File: src/rtl/core/dcam_pkg.sv
`timescale 1ns / 1ps
`default_nettype none

package dcam_pkg;

  // Field widths
  localparam int SPEED_W    = 16;
  localparam int ACCEL_W    = 16;
  localparam int STEER_W    = 21;
  localparam int RATE_W     = 23;
  localparam int LIMIT_W    = 15;
  localparam int GAIN_W     = 16;
  localparam int SRL_W      = 22;
  localparam int DLEN_W     = 7;

  // Configuration port
  localparam int CFG_IDX_W  = 3;
  localparam int CFG_DATA_W = 22;

  // Steering dead band, microradians
  localparam int STEER_DEADBAND = 100;

  typedef enum logic [CFG_IDX_W-1:0] {
    REG_ACCEL_LIMIT      = 3'd0,
    REG_BRAKE_DECEL      = 3'd1,
    REG_SPEED_GAIN       = 3'd2,
    REG_STEER_RATE_LIMIT = 3'd3,
    REG_DELAY_LENGTH     = 3'd4
  } cfg_reg_t;

endpackage

`default_nettype wire

File: src/rtl/core/dcam_in_if.sv
`timescale 1ns / 1ps
`default_nettype none

interface dcam_in_if
  import dcam_pkg::*;
();
  logic                      valid;
  logic                      ready;
  logic signed [SPEED_W-1:0] speed_target;
  logic signed [ACCEL_W-1:0] accel_target;
  logic signed [STEER_W-1:0] desired_steer;
  logic signed [SPEED_W-1:0] current_speed;
  logic signed [STEER_W-1:0] current_steer;

  modport source (
    output valid, speed_target, accel_target, desired_steer, current_speed, current_steer,
    input  ready
  );
  modport sink (
    input  valid, speed_target, accel_target, desired_steer, current_speed, current_steer,
    output ready
  );
endinterface

`default_nettype wire

File: src/rtl/core/dcam_out_if.sv
`timescale 1ns / 1ps
`default_nettype none

interface dcam_out_if
  import dcam_pkg::*;
();
  logic                      valid;
  logic                      ready;
  logic signed [ACCEL_W-1:0] accel_cmd;
  logic signed [RATE_W-1:0]  steer_rate_cmd;
  logic signed [STEER_W-1:0] delayed_steer;

  modport source (
    output valid, accel_cmd, steer_rate_cmd, delayed_steer,
    input  ready
  );
  modport sink (
    input  valid, accel_cmd, steer_rate_cmd, delayed_steer,
    output ready
  );
endinterface

`default_nettype wire

File: src/rtl/core/drive_command_actuator_model_unit.sv
`timescale 1ns / 1ps
`default_nettype none

// Pipeline: an input transfer is registered in stage 1, then moves into the result register
//   that drives cmd_out once that register is empty or being drained.
// Throughput: one item per cycle; stage 1 holds the input item and the delay-line
//   read, the result register follows, and both stall only on cmd_out backpressure.
// Reset (rst, synchronous, active high): configuration registers return to their defaults,
//   the pipeline empties and the steering delay line restarts writing at entry zero.

module drive_command_actuator_model_unit
  import dcam_pkg::*;
#(
  parameter int DELAY_MAX = 64
) (
  input  wire logic                  clk,
  input  wire logic                  rst,
  input  wire logic                  cfg_wr_en,
  input  wire logic [CFG_IDX_W-1:0]  cfg_index,
  input  wire logic [CFG_DATA_W-1:0] cfg_wdata,
  dcam_in_if.sink                    cmd_in,
  dcam_out_if.source                 cmd_out
);

  // ---------------------------------------------------------------------
  // Configuration registers
  // ---------------------------------------------------------------------
  logic [LIMIT_W-1:0] accel_limit;
  logic [LIMIT_W-1:0] brake_decel;
  logic [GAIN_W-1:0]  speed_gain;
  logic [SRL_W-1:0]   steer_rate_limit;
  logic [DLEN_W-1:0]  delay_length;

  always_ff @(posedge clk) begin
    if (rst) begin
      accel_limit      <= LIMIT_W'(5000);
      brake_decel      <= LIMIT_W'(5000);
      speed_gain       <= GAIN_W'(512);
      steer_rate_limit <= SRL_W'(3200000);
      delay_length     <= '0;
    end else if (cfg_wr_en) begin
      case (cfg_index)
        REG_ACCEL_LIMIT:      accel_limit      <= cfg_wdata[LIMIT_W-1:0];
        REG_BRAKE_DECEL:      brake_decel      <= cfg_wdata[LIMIT_W-1:0];
        REG_SPEED_GAIN:       speed_gain       <= cfg_wdata[GAIN_W-1:0];
        REG_STEER_RATE_LIMIT: steer_rate_limit <= cfg_wdata[SRL_W-1:0];
        REG_DELAY_LENGTH:     delay_length     <= cfg_wdata[DLEN_W-1:0];
        default: ;  // unmapped index: write dropped
      endcase
    end
  end

  // ---------------------------------------------------------------------
  // Handshake: stage 1 moves into the result register whenever that
  // register is empty or being drained this cycle.
  // ---------------------------------------------------------------------
  logic v1;
  logic adv;
  logic accept;

  assign adv          = !cmd_out.valid || cmd_out.ready;
  assign cmd_in.ready = !v1 || adv;
  assign accept       = cmd_in.valid && cmd_in.ready;

  // ---------------------------------------------------------------------
  // Stage 1: input register plus delay-line tap
  // ---------------------------------------------------------------------
  logic signed [SPEED_W-1:0] s1_dspeed;
  logic signed [ACCEL_W-1:0] s1_daccel;
  logic signed [SPEED_W-1:0] s1_cspeed;
  logic signed [STEER_W-1:0] s1_csteer;
  logic signed [STEER_W-1:0] s1_delayed;

  always_ff @(posedge clk) begin
    if (rst) begin
      v1 <= 1'b0;
    end else if (accept) begin
      v1 <= 1'b1;
    end else if (adv) begin
      v1 <= 1'b0;
    end
  end

  always_ff @(posedge clk) begin
    if (accept) begin
      s1_dspeed <= cmd_in.speed_target;
      s1_daccel <= cmd_in.accel_target;
      s1_cspeed <= cmd_in.current_speed;
      s1_csteer <= cmd_in.current_steer;
    end
  end

  dcam_delay_line #(
    .DELAY_MAX (DELAY_MAX)
  ) u_delay (
    .clk          (clk),
    .rst          (rst),
    .push         (accept),
    .din          (cmd_in.desired_steer),
    .delay_length (delay_length),
    .delayed      (s1_delayed)
  );

  // ---------------------------------------------------------------------
  // Acceleration command
  // ---------------------------------------------------------------------
  logic signed [SPEED_W:0]     err;          // 17-bit speed error
  logic signed [2*SPEED_W+1:0] prod;         // gain (Q8.8) x error
  logic signed [2*SPEED_W-7:0] prop_raw;     // floor(prod / 256)
  logic signed [2*SPEED_W-7:0] prop_lim;
  logic signed [ACCEL_W-1:0]   prop_cmd;
  logic signed [ACCEL_W:0]     dacc_ext;
  logic signed [ACCEL_W:0]     dacc_lim;
  logic signed [ACCEL_W-1:0]   dacc_cmd;
  logic signed [ACCEL_W-1:0]   brake_cmd;
  logic                        err_pos;
  logic                        moving_fwd;
  logic                        moving_bwd;
  logic signed [ACCEL_W-1:0]   accel_next;

  always_comb begin
    err      = (SPEED_W+1)'(s1_dspeed) - (SPEED_W+1)'(s1_cspeed);
    prod     = (2*SPEED_W+2)'($signed({1'b0, speed_gain})) * (2*SPEED_W+2)'(err);
    prop_raw = $signed(prod[2*SPEED_W+1:8]);
    prop_lim = $signed((2*SPEED_W-6)'(accel_limit));
    if (prop_raw > prop_lim) begin
      prop_cmd = ACCEL_W'(prop_lim);
    end else if (prop_raw < -prop_lim) begin
      prop_cmd = ACCEL_W'(-prop_lim);
    end else begin
      prop_cmd = ACCEL_W'(prop_raw);
    end

    // Direct acceleration demand, clamped symmetrically
    dacc_ext = (ACCEL_W+1)'(s1_daccel);
    dacc_lim = $signed((ACCEL_W+1)'(accel_limit));
    if (dacc_ext > dacc_lim) begin
      dacc_cmd = ACCEL_W'(dacc_lim);
    end else if (dacc_ext < -dacc_lim) begin
      dacc_cmd = ACCEL_W'(-dacc_lim);
    end else begin
      dacc_cmd = s1_daccel;
    end

    brake_cmd  = $signed(ACCEL_W'(brake_decel));
    err_pos    = !err[SPEED_W] && (err != '0);
    moving_fwd = !s1_cspeed[SPEED_W-1] && (s1_cspeed != '0);
    moving_bwd = s1_cspeed[SPEED_W-1];

    // Zero error while moving forward still brakes; brake is not clamped.
    if (s1_daccel != '0) begin
      accel_next = dacc_cmd;
    end else if (moving_fwd) begin
      accel_next = err_pos ? prop_cmd : -brake_cmd;
    end else if (moving_bwd) begin
      accel_next = err_pos ? brake_cmd : prop_cmd;
    end else begin
      accel_next = prop_cmd;
    end
  end

  // ---------------------------------------------------------------------
  // Steering rate: bang-bang outside the dead band
  // ---------------------------------------------------------------------
  logic signed [STEER_W:0]  steer_diff;
  logic signed [RATE_W-1:0] rate_next;

  always_comb begin
    steer_diff = (STEER_W+1)'(s1_delayed) - (STEER_W+1)'(s1_csteer);
    if (steer_diff > (STEER_W+1)'(STEER_DEADBAND)) begin
      rate_next = $signed(RATE_W'(steer_rate_limit));
    end else if (steer_diff < -(STEER_W+1)'(STEER_DEADBAND)) begin
      rate_next = -$signed(RATE_W'(steer_rate_limit));
    end else begin
      rate_next = '0;
    end
  end

  // ---------------------------------------------------------------------
  // Result register
  // ---------------------------------------------------------------------
  always_ff @(posedge clk) begin
    if (rst) begin
      cmd_out.valid <= 1'b0;
    end else if (adv) begin
      cmd_out.valid <= v1;
    end
  end

  always_ff @(posedge clk) begin
    if (adv && v1) begin
      cmd_out.accel_cmd      <= accel_next;
      cmd_out.steer_rate_cmd <= rate_next;
      cmd_out.delayed_steer  <= s1_delayed;
    end
  end

  // ---------------------------------------------------------------------
  // Assertions
  // ---------------------------------------------------------------------
  a_accept_fills_s1 : assert property (@(posedge clk) disable iff (rst)
    accept |=> v1)
    else $error("accepted transfer did not reach stage 1");

  a_s1_holds_on_stall : assert property (@(posedge clk) disable iff (rst)
    (v1 && !adv) |=> (v1 && $stable(s1_daccel) && $stable(s1_delayed)))
    else $error("stage 1 lost its item while stalled");

  a_s1_drains_to_out : assert property (@(posedge clk) disable iff (rst)
    (v1 && adv) |=> cmd_out.valid)
    else $error("stage 1 item did not reach the result register");

endmodule

`default_nettype wire

File: src/rtl/core/dcam_delay_line.sv
`timescale 1ns / 1ps
`default_nettype none

module dcam_delay_line
  import dcam_pkg::*;
#(
  parameter int DELAY_MAX = 64
) (
  input  wire logic                      clk,
  input  wire logic                      rst,
  input  wire logic                      push,
  input  wire logic signed [STEER_W-1:0] din,
  input  wire logic [DLEN_W-1:0]         delay_length,
  output logic signed [STEER_W-1:0]      delayed
);

  localparam int PTR_W = (DELAY_MAX > 1) ? $clog2(DELAY_MAX) : 1;
  localparam int LEN_W = ($clog2(DELAY_MAX + 1) > DLEN_W) ? $clog2(DELAY_MAX + 1) : DLEN_W;
  localparam int SUM_W = LEN_W + 1;

  logic [STEER_W-1:0] mem [DELAY_MAX];

  logic [PTR_W-1:0]   ptr;
  logic               wrapped;   // every entry written at least once

  logic [LEN_W-1:0]   len_ext;
  logic [LEN_W-1:0]   len;
  logic [SUM_W-1:0]   rd_sum;
  logic [SUM_W-1:0]   rd_wrap;
  logic [PTR_W-1:0]   rd_addr;
  logic               tap_ok;
  logic               ptr_last;

  logic [STEER_W-1:0] mem_q;
  logic [STEER_W-1:0] din_q;
  logic               bypass_q;
  logic               tap_ok_q;

  // Read position: len entries behind the write pointer, modulo depth.
  always_comb begin
    len_ext  = LEN_W'(delay_length);
    len      = (len_ext > LEN_W'(DELAY_MAX)) ? LEN_W'(DELAY_MAX) : len_ext;
    rd_sum   = SUM_W'(ptr) + SUM_W'(DELAY_MAX) - SUM_W'(len);
    rd_wrap  = (rd_sum >= SUM_W'(DELAY_MAX)) ? (rd_sum - SUM_W'(DELAY_MAX)) : rd_sum;
    rd_addr  = rd_wrap[PTR_W-1:0];
    // Entries are filled in order from zero, so an entry below the pointer
    // or any entry after the first wrap holds written data.
    tap_ok   = wrapped || (rd_addr < ptr);
    ptr_last = (ptr == PTR_W'(DELAY_MAX - 1));
  end

  always_ff @(posedge clk) begin
    if (rst) begin
      ptr     <= '0;
      wrapped <= 1'b0;
    end else if (push) begin
      ptr     <= ptr_last ? '0 : ptr + PTR_W'(1);
      wrapped <= wrapped | ptr_last;
    end
  end

  // Read-first: the tap sees the old entry when read and write addresses meet.
  always_ff @(posedge clk) begin
    if (push) begin
      mem[ptr] <= din;
      mem_q    <= mem[rd_addr];
      din_q    <= din;
      bypass_q <= (len == '0);
      tap_ok_q <= tap_ok;
    end
  end

  always_comb begin
    if (bypass_q) begin
      delayed = din_q;
    end else if (tap_ok_q) begin
      delayed = mem_q;
    end else begin
      delayed = '0;
    end
  end

endmodule

`default_nettype wire
File: src/flat_wrapper.sv
// flat-port wrapper written by rule: the top's interface ports become plain ports
module drive_command_actuator_model_unit_flat import dcam_pkg::*;
#(
  parameter int DELAY_MAX = 64
)
  (clk, rst, cfg_wr_en, cfg_index, cfg_wdata, cmd_in_valid, cmd_in_speed_target, cmd_in_accel_target, cmd_in_desired_steer, cmd_in_current_speed, cmd_in_current_steer, cmd_in_ready, cmd_out_valid, cmd_out_accel_cmd, cmd_out_steer_rate_cmd, cmd_out_delayed_steer, cmd_out_ready);
  dcam_in_if cmd_in_i ();
  dcam_out_if cmd_out_i ();
  input  wire logic clk;
  input  wire logic rst;
  input  wire logic cfg_wr_en;
  input  wire logic [CFG_IDX_W-1:0] cfg_index;
  input  wire logic [CFG_DATA_W-1:0] cfg_wdata;
  input wire logic [$bits(cmd_in_i.valid)-1:0] cmd_in_valid;
  input wire logic [$bits(cmd_in_i.speed_target)-1:0] cmd_in_speed_target;
  input wire logic [$bits(cmd_in_i.accel_target)-1:0] cmd_in_accel_target;
  input wire logic [$bits(cmd_in_i.desired_steer)-1:0] cmd_in_desired_steer;
  input wire logic [$bits(cmd_in_i.current_speed)-1:0] cmd_in_current_speed;
  input wire logic [$bits(cmd_in_i.current_steer)-1:0] cmd_in_current_steer;
  output wire logic [$bits(cmd_in_i.ready)-1:0] cmd_in_ready;
  output wire logic [$bits(cmd_out_i.valid)-1:0] cmd_out_valid;
  output wire logic [$bits(cmd_out_i.accel_cmd)-1:0] cmd_out_accel_cmd;
  output wire logic [$bits(cmd_out_i.steer_rate_cmd)-1:0] cmd_out_steer_rate_cmd;
  output wire logic [$bits(cmd_out_i.delayed_steer)-1:0] cmd_out_delayed_steer;
  input wire logic [$bits(cmd_out_i.ready)-1:0] cmd_out_ready;
  assign cmd_in_i.valid = cmd_in_valid;
  assign cmd_in_i.speed_target = cmd_in_speed_target;
  assign cmd_in_i.accel_target = cmd_in_accel_target;
  assign cmd_in_i.desired_steer = cmd_in_desired_steer;
  assign cmd_in_i.current_speed = cmd_in_current_speed;
  assign cmd_in_i.current_steer = cmd_in_current_steer;
  assign cmd_in_ready = cmd_in_i.ready;
  assign cmd_out_valid = cmd_out_i.valid;
  assign cmd_out_accel_cmd = cmd_out_i.accel_cmd;
  assign cmd_out_steer_rate_cmd = cmd_out_i.steer_rate_cmd;
  assign cmd_out_delayed_steer = cmd_out_i.delayed_steer;
  assign cmd_out_i.ready = cmd_out_ready;
  drive_command_actuator_model_unit #(.DELAY_MAX(DELAY_MAX)) u_core (.clk(clk), .rst(rst), .cfg_wr_en(cfg_wr_en), .cfg_index(cfg_index), .cfg_wdata(cfg_wdata), .cmd_in(cmd_in_i), .cmd_out(cmd_out_i));
endmodule
File: config.mk
export PLATFORM = sky130hd
export DESIGN_NAME = drive_command_actuator_model_unit_flat
export DESIGN_NICKNAME = d
export VERILOG_FILES = /design/src/rtl/core/dcam_pkg.sv /design/src/rtl/core/dcam_in_if.sv /design/src/rtl/core/dcam_out_if.sv /design/src/rtl/core/drive_command_actuator_model_unit.sv /design/src/rtl/core/dcam_delay_line.sv /design/src/flat_wrapper.sv
export SDC_FILE = /design/constraint.sdc
export NUM_CORES = 2
export LEC_CHECK = 0
export ABC_AREA = 1
export BUFFER_PORTS_ARGS = -buffer_cell sky130_fd_sc_hd__buf_2
export CORE_MARGIN = 2
export CORE_UTILIZATION = 55
export DETAILED_ROUTE_END_ITERATION = 8
export HOLD_SLACK_MARGIN = 0.03
export PLACE_DENSITY = 0.69
export SYNTH_ARGS = -nofsm -noshare
export SYNTH_HDL_FRONTEND = slang
export SYNTH_SLANG_ARGS = --single-unit
File: constraint.sdc
create_clock -name clk -period 17.2 [get_ports clk]
set_input_delay 0.86 -clock clk [delete_from_list [all_inputs] [get_ports clk]]
set_output_delay 0.86 -clock clk [all_outputs]
set_load 0.02 [all_outputs]
==> metrics.md <==
| Metric | Value |
|---|---|
| Gr ovfl total | `0` |
| Sequential area share after synthesis | `61.3%` |
| Fin crit share | `58.3%` |
| CTS buffer count | `163` |
| CP endpoint | `u_core.cmd_out.accel_cmd[11]` |
| WL final | `219000 um` |
| Worst endpoint required time | `17.71 ns` |
| Slew Viols, Final | `0` |
| EDFF count, synth | `1517` |
| RSZ-0062 raised after global routing | `no` |
| Final nets | `7393` |
| First-pass GRT wire length | `325000 um` |
| GRT Overall Usage | `30.4%` |
| Final Cell Area | `85700 um^2` |
| Final non-filler cell total | `8832` |
| Antenna violations before repair | `8` |
| Clock sink count | `1601` |
| Row cnt | `137` |
| Pin count of the biggest net entering global routing | `226` |
| Max incr delay on CP | `0.56 ns` |
| DRT iter0 DRCs | `6697` |
| CTS Buffer Depth | `3` |
| Pwr Total | `0.0108 W` |
| CTS Root Cell | `clkbuf_16` |
| #FFs+latches synth | `1601` |
| IO Count | `182` |
| Synth Flop Type | `edfxtp_1` |
| WP data arrival | `10.54 ns` |
| Starting Density | `55.3%` |
| Hold_buf cts | `0` |
| Start point of the critical path | `u_core.s1_cspeed[0]` |
| Most common cell after layout, fill and taps aside | `edfxtp_1` |
| Critical Path Sink Type | `flip-flop` |
| Post-place instance area | `80200 um^2` |
| Max Freq | `0.0997 GHz` |
| Run status | `finished, final reports clean` |
| Final setup violation count | `0` |
| Final hold violations | `0` |
| 1st-pass router iterations | `6` |
| Worst r2r src | `u_core.s1_cspeed[0]` |
| Max IR drop VDD | `0.0974 mV` |
| Detailed Place HPWL | `133000 um` |
| Slew margin rel. | `28.6%` |
| Largest fanout on the critical path | `13` |
| Commonest non-fill, non-tap cells in the layout | `edfxtp_1, nor2_1, o21ai_0, nand2_1, inv_1` |
| Setup Crit Path Kind | `flip-flop to flip-flop` |
| Async set-reset flop share out of synthesis | `0%` |
| Syn_area_per_cell | `11.5 um^2` |
| Max-capacitance violation count | `0` |
| DP Cell Count | `8528` |
| R2R cell count | `56` |
| CP startpoint kind | `flip-flop` |
| RD Place Congestion | `0.948` |
| Worst Hold Slack | `0.252 ns` |
| Setup_tns | `0 ns` |
| Post-layout min period | `10.03 ns` |
| Detail Route Antenna Nets | `0` |
| Synth Cell Area | `77100 um^2` |
| Clock Skew | `0.0547 ns` |
| Mapped Cells | `6719` |
| Top cell type's share of synthesized area | `59.1%` |
| PwrDens | `126 nW/um^2` |
| Reg clk slew, reported paths | `0.06 ns` |
| Area delta synth->final | `11.2%` |
| WL per Instance | `24.8 um` |
| YS warnings | `0` |
| Die width | `378 um` |
| DR DRC count | `0` |
| Lkg Pwr | `31.4 nW` |
| R2R Setup Slk | `7.17 ns` |
| # fillers | `10900` |
| H-tree Lvls | `4` |
| Die area | `143000 um^2` |
| Most Frequent Cell on Critical Path | `nand2_1` |
| Post-synth cell types | `63` |
| Clock latency on the worst-skew pair | `0.78 ns` |
| Syn Nets | `7295` |
| Slowest CP cell | `fa_1` |
| Vias in the first global route | `52600` |
| Reg-to-reg endpoint | `u_core.cmd_out.accel_cmd[11]` |
| Cell taking the most area after synthesis | `edfxtp_1` |
| Resized Gates After CTS | `0` |
| Core area | `139000 um^2` |
| Worst-Margin Slew | `1.07 ns` |
| Synth area leaders | `edfxtp_1, fa_1, o21ai_0` |
| Vias | `54000` |
| Post-CTS Setup Bufs | `0` |
| Die Y | `378 um` |
| TritonCTS clock tree | `built` |
| Hold Path Class | `input pin to flip-flop` |
| # port buffers | `181` |
| Via/cell ratio | `6.11` |
| Layout cell share with drive strength beyond 1 | `10.4%` |
==> stage by stage <==
| stage | utilization, % | setup slack [ns] |
|---|---|---|
| 6_report | 61.5 | 7.17 |
| 3_3_place_gp | 57.5 | 7.50 |
| 2_1_floorplan | - | 8.70 |
| 3_5_place_dp | 57.5 | 7.34 |
| 5_1_grt | 61.5 | 6.33 |
| 4_1_cts | 61.5 | 7.30 |
==> worst max-delay path, delay by kind of cell (launching register included) <==
family          cells  cell delay (ns)
fa+ha+maj          10             4.02
simple gates       28             3.12
buf+inv            11             1.13
compound gates      6             0.74
flops               1             0.41
xor+xnor            1             0.33
==> power breakdown <==
group / internal, W / switching [W]
sequential: 0.00434 / 0.0000350
combinational: 0.000842 / 0.00189
clock: 0.00213 / 0.00152
==> final cells by class <==
class                   instances  area (um^2)  area share, %
clock buffers                 195         4310           5.03
inverters                     568         2160           2.52
flip-flops and latches       1601        47200           55.1
repair buffers                305         1910           2.23
well taps                    1876         2350           2.74
multi-input cells            4178        26500           30.9
clock inverters               108         1210           1.41
diodes                          1         2.50        0.00292
==> sequential cells by signal, summed over array words and instances (netlist names), 6 cells and up <==
register / cells
u_core.accel_limit: 15
u_core.delay_length: 7
u_core.cmd_out.steer_rate_cmd: 23
u_core.u_delay.mem_q: 21
u_core.u_delay.mem: 1344
u_core.s1_dspeed: 16
u_core.brake_decel: 15
u_core.speed_gain: 16
u_core.s1_cspeed: 16
u_core.u_delay.din_q: 21
u_core.steer_rate_limit: 22
u_core.cmd_out.accel_cmd: 16
u_core.s1_daccel: 16
u_core.cmd_out.delayed_steer: 21
u_core.u_delay.ptr: 6
u_core.s1_csteer: 21
==> kinds of logic after synthesis <==
group	synth area share (%)
AND/OR/NAND/NOR	11.4
XOR/XNOR	1.03
adder cells (fa/ha/maj)	9.46
multiplexers	0.307
buffers and inverters	4.70
flip-flops	61.3
AO/OA/AOI/OAI	11.8
==> metal layers <==
metal	GRT usage, %	up-vias	share of wire [%]
met1	41.1	26600	39
met5	0	-	0.0082
li1	-	24200	-
met2	49.6	2682	48
met4	12.8	2	4.3
met3	4.47	484	8.6
==> cell usage after synthesis (6+ instances only) <==
| library cell | count |
|---|---|
| a21o_1 | 7 |
| a21oi_1 | 223 |
| a22o_1 | 19 |
| a22oi_1 | 11 |
| a32oi_1 | 42 |
| buf_1 | 14 |
| buf_2 | 8 |
| buf_4 | 6 |
| buf_6 | 7 |
| clkbuf_1 | 337 |
| clkinv_1 | 11 |
| dfxtp_1 | 84 |
| edfxtp_1 | 1517 |
| fa_1 | 211 |
| ha_1 | 245 |
| inv_1 | 544 |
| inv_2 | 10 |
| mux2_2 | 21 |
| nand2_1 | 619 |
| nand2_2 | 16 |
| nand3_1 | 297 |
| nand3_2 | 16 |
| nand3b_1 | 6 |
| nand4_1 | 44 |
| nor2_1 | 1027 |
| nor3_1 | 40 |
| nor3_2 | 6 |
| nor4_1 | 9 |
| o211ai_1 | 16 |
| o21a_1 | 7 |
| o21ai_0 | 791 |
| o21ai_1 | 9 |
| o21bai_1 | 13 |
| o221ai_1 | 256 |
| o22ai_1 | 84 |
| xnor2_1 | 21 |
| xor2_1 | 68 |
==> worst min path at each step <==
stage                              to  slack [ns]  depth (start not counted)                     start
2_1_floorplan  u_core.u_delay.wrapped        0.43                          2    u_core.u_delay.wrapped
3_3_place_gp   u_core.u_delay.wrapped        0.44                          2    u_core.u_delay.wrapped
6_report         u_core.s1_dspeed[15]        0.25                          1   cmd_in_speed_target[15]
3_5_place_dp   u_core.u_delay.wrapped        0.45                          2    u_core.u_delay.wrapped
4_1_cts           u_core.s1_daccel[3]        0.21                          1    cmd_in_accel_target[3]
5_1_grt          u_core.s1_csteer[10]        0.22                          1  cmd_in_current_steer[10]
(Power assumes the default switching activity.)
